### src/sv/stec_pkg.sv
// Shared types and constants for the slot table entry checker.
// No dependencies; imported by stec_class, stec_ctrl and the top level.
package stec_pkg;

  localparam int unsigned MaxSlots = 4096;
  localparam int unsigned AddrW    = $clog2(MaxSlots);
  localparam int unsigned CntW     = $clog2(MaxSlots + 1);
  localparam int unsigned FieldW   = 12;
  localparam int unsigned CfgIdxW  = 1;

  localparam logic [FieldW-1:0] FieldMax = '1;

  localparam logic [CfgIdxW-1:0] RegContainerSize = 1'b0;
  localparam logic [CfgIdxW-1:0] RegStringsBase   = 1'b1;

  localparam logic [1:0] ClsEmpty     = 2'd0;
  localparam logic [1:0] ClsResidue   = 2'd1;
  localparam logic [1:0] ClsRange     = 2'd2;
  localparam logic [1:0] ClsPopulated = 2'd3;

  localparam logic [1:0] NameNone   = 2'd0;
  localparam logic [1:0] NameRead   = 2'd1;
  localparam logic [1:0] NameRange  = 2'd2;
  localparam logic [1:0] NameNotApp = 2'd3;

  localparam int unsigned PopulatedBit = 0;

  typedef enum logic [1:0] {
    ST_IDLE,
    ST_CLASS,
    ST_SCAN
  } state_e;

  typedef struct packed {
    logic        first;
    logic [31:0] payload_offset;
    logic [31:0] payload_size;
    logic [31:0] str_offset;
    logic [31:0] flags;
  } req_t;

  typedef struct packed {
    logic [1:0]  entry_class;
    logic [31:0] out_offset;
    logic [31:0] out_size;
    logic [1:0]  name_status;
    logic [32:0] name_address;
    logic [32:0] ivl_end;
  } cls_res_t;

  typedef struct packed {
    logic [31:0]       ivl_start;
    logic [32:0]       ivl_end;
    logic [FieldW-1:0] ivl_slot;
  } interval_t;

endpackage

### src/sv/stec_class.sv
// Entry classification, range check and name resolution.
// Depends on stec_pkg.
module stec_class (
  input  stec_pkg::req_t     req_i,
  input  logic [31:0]        container_size_i,
  input  logic [31:0]        strings_base_i,
  output stec_pkg::cls_res_t res_o
);
  import stec_pkg::*;

  logic [31:0] room;
  logic [32:0] naddr;

  always_comb begin
    room  = container_size_i - req_i.payload_offset;
    naddr = {1'b0, strings_base_i} + {1'b0, req_i.str_offset};
    res_o = '0;
    res_o.name_status = NameNotApp;
    if (!req_i.flags[PopulatedBit]) begin
      res_o.entry_class = ((req_i.payload_offset != '0) || (req_i.payload_size != '0) ||
                           (req_i.str_offset != '0)) ? ClsResidue : ClsEmpty;
    end else if ((req_i.payload_size == '0) || (req_i.payload_offset > container_size_i) ||
                 (req_i.payload_size > room)) begin
      res_o.entry_class = ClsRange;
    end else begin
      res_o.entry_class = ClsPopulated;
      res_o.out_offset  = req_i.payload_offset;
      res_o.out_size    = req_i.payload_size;
      res_o.ivl_end     = {1'b0, req_i.payload_offset} + {1'b0, req_i.payload_size};
      if ((req_i.str_offset == '0) || (strings_base_i > container_size_i)) begin
        res_o.name_status = NameNone;
      end else begin
        res_o.name_address = naddr;
        res_o.name_status  = (naddr > {1'b0, container_size_i}) ? NameRange : NameRead;
      end
    end
  end

endmodule

### config.mk
export PLATFORM = sky130hd
export DESIGN_NAME = stec_class
export DESIGN_NICKNAME = d
export VERILOG_FILES = /design/src/sv/stec_pkg.sv /design/src/sv/stec_class.sv
export SDC_FILE = /design/constraint.sdc
export NUM_CORES = 1
export LEC_CHECK = 0
export ABC_AREA = 1
export BUFFER_PORTS_ARGS = -buffer_cell sky130_fd_sc_hd__buf_2
export CAP_MARGIN = 5
export CORE_AREA = 3 3 105 207
export DETAILED_ROUTE_END_ITERATION = 7
export DIE_AREA = 0 0 108 210
export PLACE_DENSITY_LB_ADDON = 0.1
export SETUP_SLACK_MARGIN = 0.4
export SLEW_MARGIN = 20
export SYNTH_ARGS = -nofsm -noshare
export SYNTH_HDL_FRONTEND = slang
export SYNTH_SLANG_ARGS = --single-unit
### constraint.sdc
create_clock -name vclk -period 3.4
set_clock_uncertainty 0.2 [all_clocks]
set_input_delay 0.17 -clock vclk [all_inputs]
set_output_delay 0.17 -clock vclk [all_outputs]
set_load 0.005 [all_outputs]
* Word-level counts from Yosys, hierarchy flattened
Cells that the tools add are included.
** Word-level totals
- Register bits after elaboration :: 0
- Bits of input ports :: 193
- Output and inout bits :: 134
- Word-level logic and storage cells :: 25
** Cells by class
- Add/subtract/negate cells :: 3
- Magnitude comparators :: 4
- Muxes and demuxes :: 8
- Reduce and logical (&&, ||, !) cells :: 10
** Operators with widths (number)
- $mux 132 :: 2
- $gt 32x32->1 :: 3
- $reduce_bool 32->1 :: 3
- $add 32x32->33 :: 2
- $logic_not 32->1 :: 2
- $gt 33x32->1 :: 1
- $mux 33 :: 1
- $sub 32x32->32 :: 1
- $mux 2 :: 3
- $logic_or 1x1->1 :: 5
- $mux 1 :: 2

* Depth between registers and ports, before layout
- Depth after elaboration :: 6
- Gate-level depth with buffers :: 26

* Worst setup path before layout
Ideal clock, no wire load.
- Path type :: in2out
- Start point :: input port req_i[102] (netlist bit)
- End point :: output port res_o[100] (netlist bit)
- Data arrival time :: 3.092 ns
- Required time :: 3.030 ns
- Path slack :: -0.062 ns
- Cell stages on the path :: 24
- Buffers on the path :: 2
- Path through :: inv_1 > ha_1 > a21oi_1 > o21ai_0 > a21oi_1 > inv_1 > a21oi_1 > nand3b_1 > nand2_1 > nand2_1 > nand2_1 > ha_1 > nand2_1 > inv_1 > nand3_1 > a21oi_1 > or2_0 > a21oi_1 > nand2_1 > nand2_1 > nand3_2 > buf_6 > buf_12 > nor2_4
** RTL lines
- from (decl) :: line stec_class.sv:4 : input stec_pkg::req_t req_i,
- to (decl) :: line stec_class.sv:7 : output stec_pkg::cls_res_t res_o

==> results by group <==
Floorplanning
  – Number of placement rows: 74
  – Effective utilization at floorplan: 0.480
  – Overall die area: 22700 sq um
  – Die X: 108 um
  – Number of placed I/O pins: 327
  – Core Area: 20500 sq um
  – Vertical extent of the die: 210 um

Layout
  – Proportion of layout cells with a drive suffix above 1: 0.391
  – Multi-input combinational cell area: 9300 sq um
  – Sequential cells: 0
  – Final instance count without filler cells: 2560
  – Number of nets in the layout: 2679
  – Storage element area: 0 sq um
  – Area growth from synthesis to layout: 57.3%
  – Filler cell count in the final layout: 1774
  – Number of clock buffer instances in the layout: 0

STA
  – Final Max Tran Viols: 0
  – Ratio of final minimum period to clock period: 1.21
  – Measured slew at the worst slew-check pin: 744 ps
  – Post-route worst setup slack: -723 ps
  – Slew margin rel.: 0.499
  – Total setup violations reported at the end of the flow: 133
  – Final-report hold violation count: 0
  – Unrepaired setup endpoints after global routing: true
  – Final Critical Period: 4120 ps
  – Fmax: 243 MHz

Outcome
  – Outcome: finished with violations
  – Violated checks: setup timing

Setup path
  – Cell type group with the largest total delay on the critical path: simple AND/OR/NAND/NOR gates
  – Critical Path Slowest Stage Cell: ha_1
  – Critical path data arrival time: 3750 ps
  – CP Data Required Time: 3030 ps
  – Delay of the slowest cell on the worst path: 310 ps
  – Crit path buffers/inverters: 8
  – Launching element type of the critical path: primary input
  – Worst path most repeated cell: nand2_1
  – Largest driver fanout on the critical path: 7
  – Critical path start-end classification: primary input to primary output
  – Critical path endpoint category: primary output

Route
  – Via count of the routed design: 13639
  – Initial DRC count: 611
  – Post-detailed-routing wire length: 44700 um
  – Antenna-violating nets left: 0
  – First-pass DRT Iterations: 5
  – Detail-routed via count per cell: 5.33
  – Routed len/inst: 17.5 um
  – Number of DRC violations after detailed routing: 0

Logic synthesis
  – Synthesized net count: 2023
  – Main combinational cell family by area after synthesis: simple AND/OR/NAND/NOR gates
  – Ys Warns: 0
  – Sequential area share after synthesis: 0
  – Gate count after technology mapping: 1635
  – Post-synthesis average cell area: 6.01 sq um
  – Parity-gate share of the synthesized area counting xor and xnor cells: 0.0624
  – Synthesized area: 9820 sq um
  – Post-synthesis compound-gate area fraction: 0.163
  – Post-synth cell types: 41
  – Share of synthesized area spent on multiplexers: 0
  – Post-synthesis adder-cell area fraction: 0.251
  – Post-synthesis simple-gate area fraction: 0.389

GRT
  – Wire length of the first global-routing pass: 68400 um
  – Largest net degree at the start of global routing: 34
  – Number of global-route vias before repair: 14302
  – Total global-route track usage: 0.382
  – Antenna violations before repair: 5
  – Grt total ovfl: 0

Min path
  – Worst Hold Class: primary input to primary output

Placed design
  – Port-buffer cells: 295
  – Total placed cells including tap cells: 2531
  – Global placement routability congestion: 1.02
  – Pre-CTS WS: -830 ps
  – HPWL reported at the end of detailed placement: 38400 um

Power
  – Worst-case vdd ir drop: 111 uV
  – Pwr Density: 210 nW/um^2
  – Leakage: 8.58 nW

Flow run
  – Number of max-cap violations: 0
power breakdown:
| part | internal (mW) | total, mW | switching, mW | leakage (nW) |
|---|---|---|---|---|
| clock | 0.000000197 | 0.000000197 | 0 | 0.0000317 |
| combinational | 1.46 | 3.24 | 1.79 | 8.58 |
| sequential | 0 | 0 | 0 | 0 |
| total | 1.46 | 3.24 | 1.79 | 8.58 |
layer usage:
metal / up-vias / GRT usage / wire [um]
met5: - / 0 / 0
met4: 0 / 0.337 / 4970
met3: 240 / 0.0343 / 1840
met2: 546 / 0.742 / 24000
met1: 6158 / 0.333 / 14000
li1: 6695 / - / -
synth_stat cells (all sizes together) (2+ instances only):
| library cell | number | share of area |
|---|---|---|
| xor2 | 43 | 0.038 |
| buf | 17 | 0.022 |
| fa | 3 | 0.0061 |
| a21boi | 7 | 0.0053 |
| xnor2 | 27 | 0.024 |
| nor2 | 243 | 0.15 |
| inv | 296 | 0.11 |
| a31oi | 5 | 0.0032 |
| ha | 192 | 0.24 |
| nor3 | 59 | 0.030 |
| nand4 | 34 | 0.022 |
| o211ai | 6 | 0.0046 |
| nand3 | 61 | 0.032 |
| a21o | 11 | 0.0084 |
| a221oi | 3 | 0.0027 |
| or2 | 2 | 0.0013 |
| nand3b | 12 | 0.0092 |
| a21oi | 163 | 0.083 |
| o21a | 7 | 0.0053 |
| o21ai | 77 | 0.040 |
| nand2 | 335 | 0.13 |
| o21bai | 11 | 0.0084 |
| nor4 | 16 | 0.011 |
through the flow:
step / hold WS, ps / setup TNS, ps / total power [mW] / utilization / cell area, sq um
2_1_floorplan: 221 / 0 / 1.65 / - / 10100
3_3_place_gp: 342 / -88420 / 2.87 / 0.708 / 14500
3_5_place_dp: 338 / -91360 / 2.93 / 0.708 / 14500
4_1_cts: 338 / -67180 / 3.13 / 0.745 / 15200
5_1_grt: 349 / -113730 / 3.56 / 0.755 / 15500
6_report: 340 / -86050 / 3.24 / 0.755 / 15500
worst paths after layout:
path        from         end  cells after the start
min     req_i[0]  res_o[133]                      2
max   req_i[110]  res_o[129]                     27
cell usage in the layout, fill, tap and decap left out, types with 8 or more instances in the layout:
| cell | netlist | layout |
|---|---|---|
| nor3_1 | 59 | 24 |
| o21ai_0 | 68 | 57 |
| ha_4 | 0 | 20 |
| buf_12 | 8 | 16 |
| xor2_1 | 43 | 40 |
| a21oi_2 | 1 | 23 |
| a21o_1 | 11 | 11 |
| buf_4 | 1 | 347 |
| nand4_1 | 34 | 34 |
| o21bai_1 | 11 | 10 |
| nand3_1 | 60 | 53 |
| nor2_1 | 163 | 155 |
| nand2_1 | 334 | 322 |
| nand2_2 | 1 | 11 |
| buf_6 | 1 | 13 |
| buf_2 | 7 | 287 |
| nor3_2 | 0 | 27 |
| o21ai_1 | 8 | 13 |
| inv_2 | 1 | 9 |
| nand3b_1 | 12 | 12 |
| nor4_1 | 14 | 13 |
| nor3_4 | 0 | 8 |
| xnor2_1 | 27 | 27 |
| ha_1 | 192 | 172 |
| a21oi_1 | 162 | 136 |
| inv_1 | 295 | 281 |
| nor2_4 | 80 | 83 |
kinds of logic after synthesis:
| family | count (synthesis) |
|---|---|
| AOI/OAI and AO/OA | 292 |
| buffers and inverters | 314 |
| adders and majority gates | 195 |
| and+or+nand+nor | 764 |
| xor gates and xnor gates | 70 |
area by class of cell:
class                      instances  share of cell area
multi-input combinational       1321               0.602
timing repair buffer             672               0.303
inverter                         296              0.0733
tap                              266              0.0215
antenna                            5            0.000810
timing repair:
action,4_1_cts,5_1_grt
endpoints found under the setup margin,133,133
pin swaps,32,21
hold buffers,0,0
gates resized for setup,113,36
endpoints found under the hold margin,0,0
cloned,2,1
buffers inserted,18,3
No activity file was read; power rests on OpenSTA's default activity.
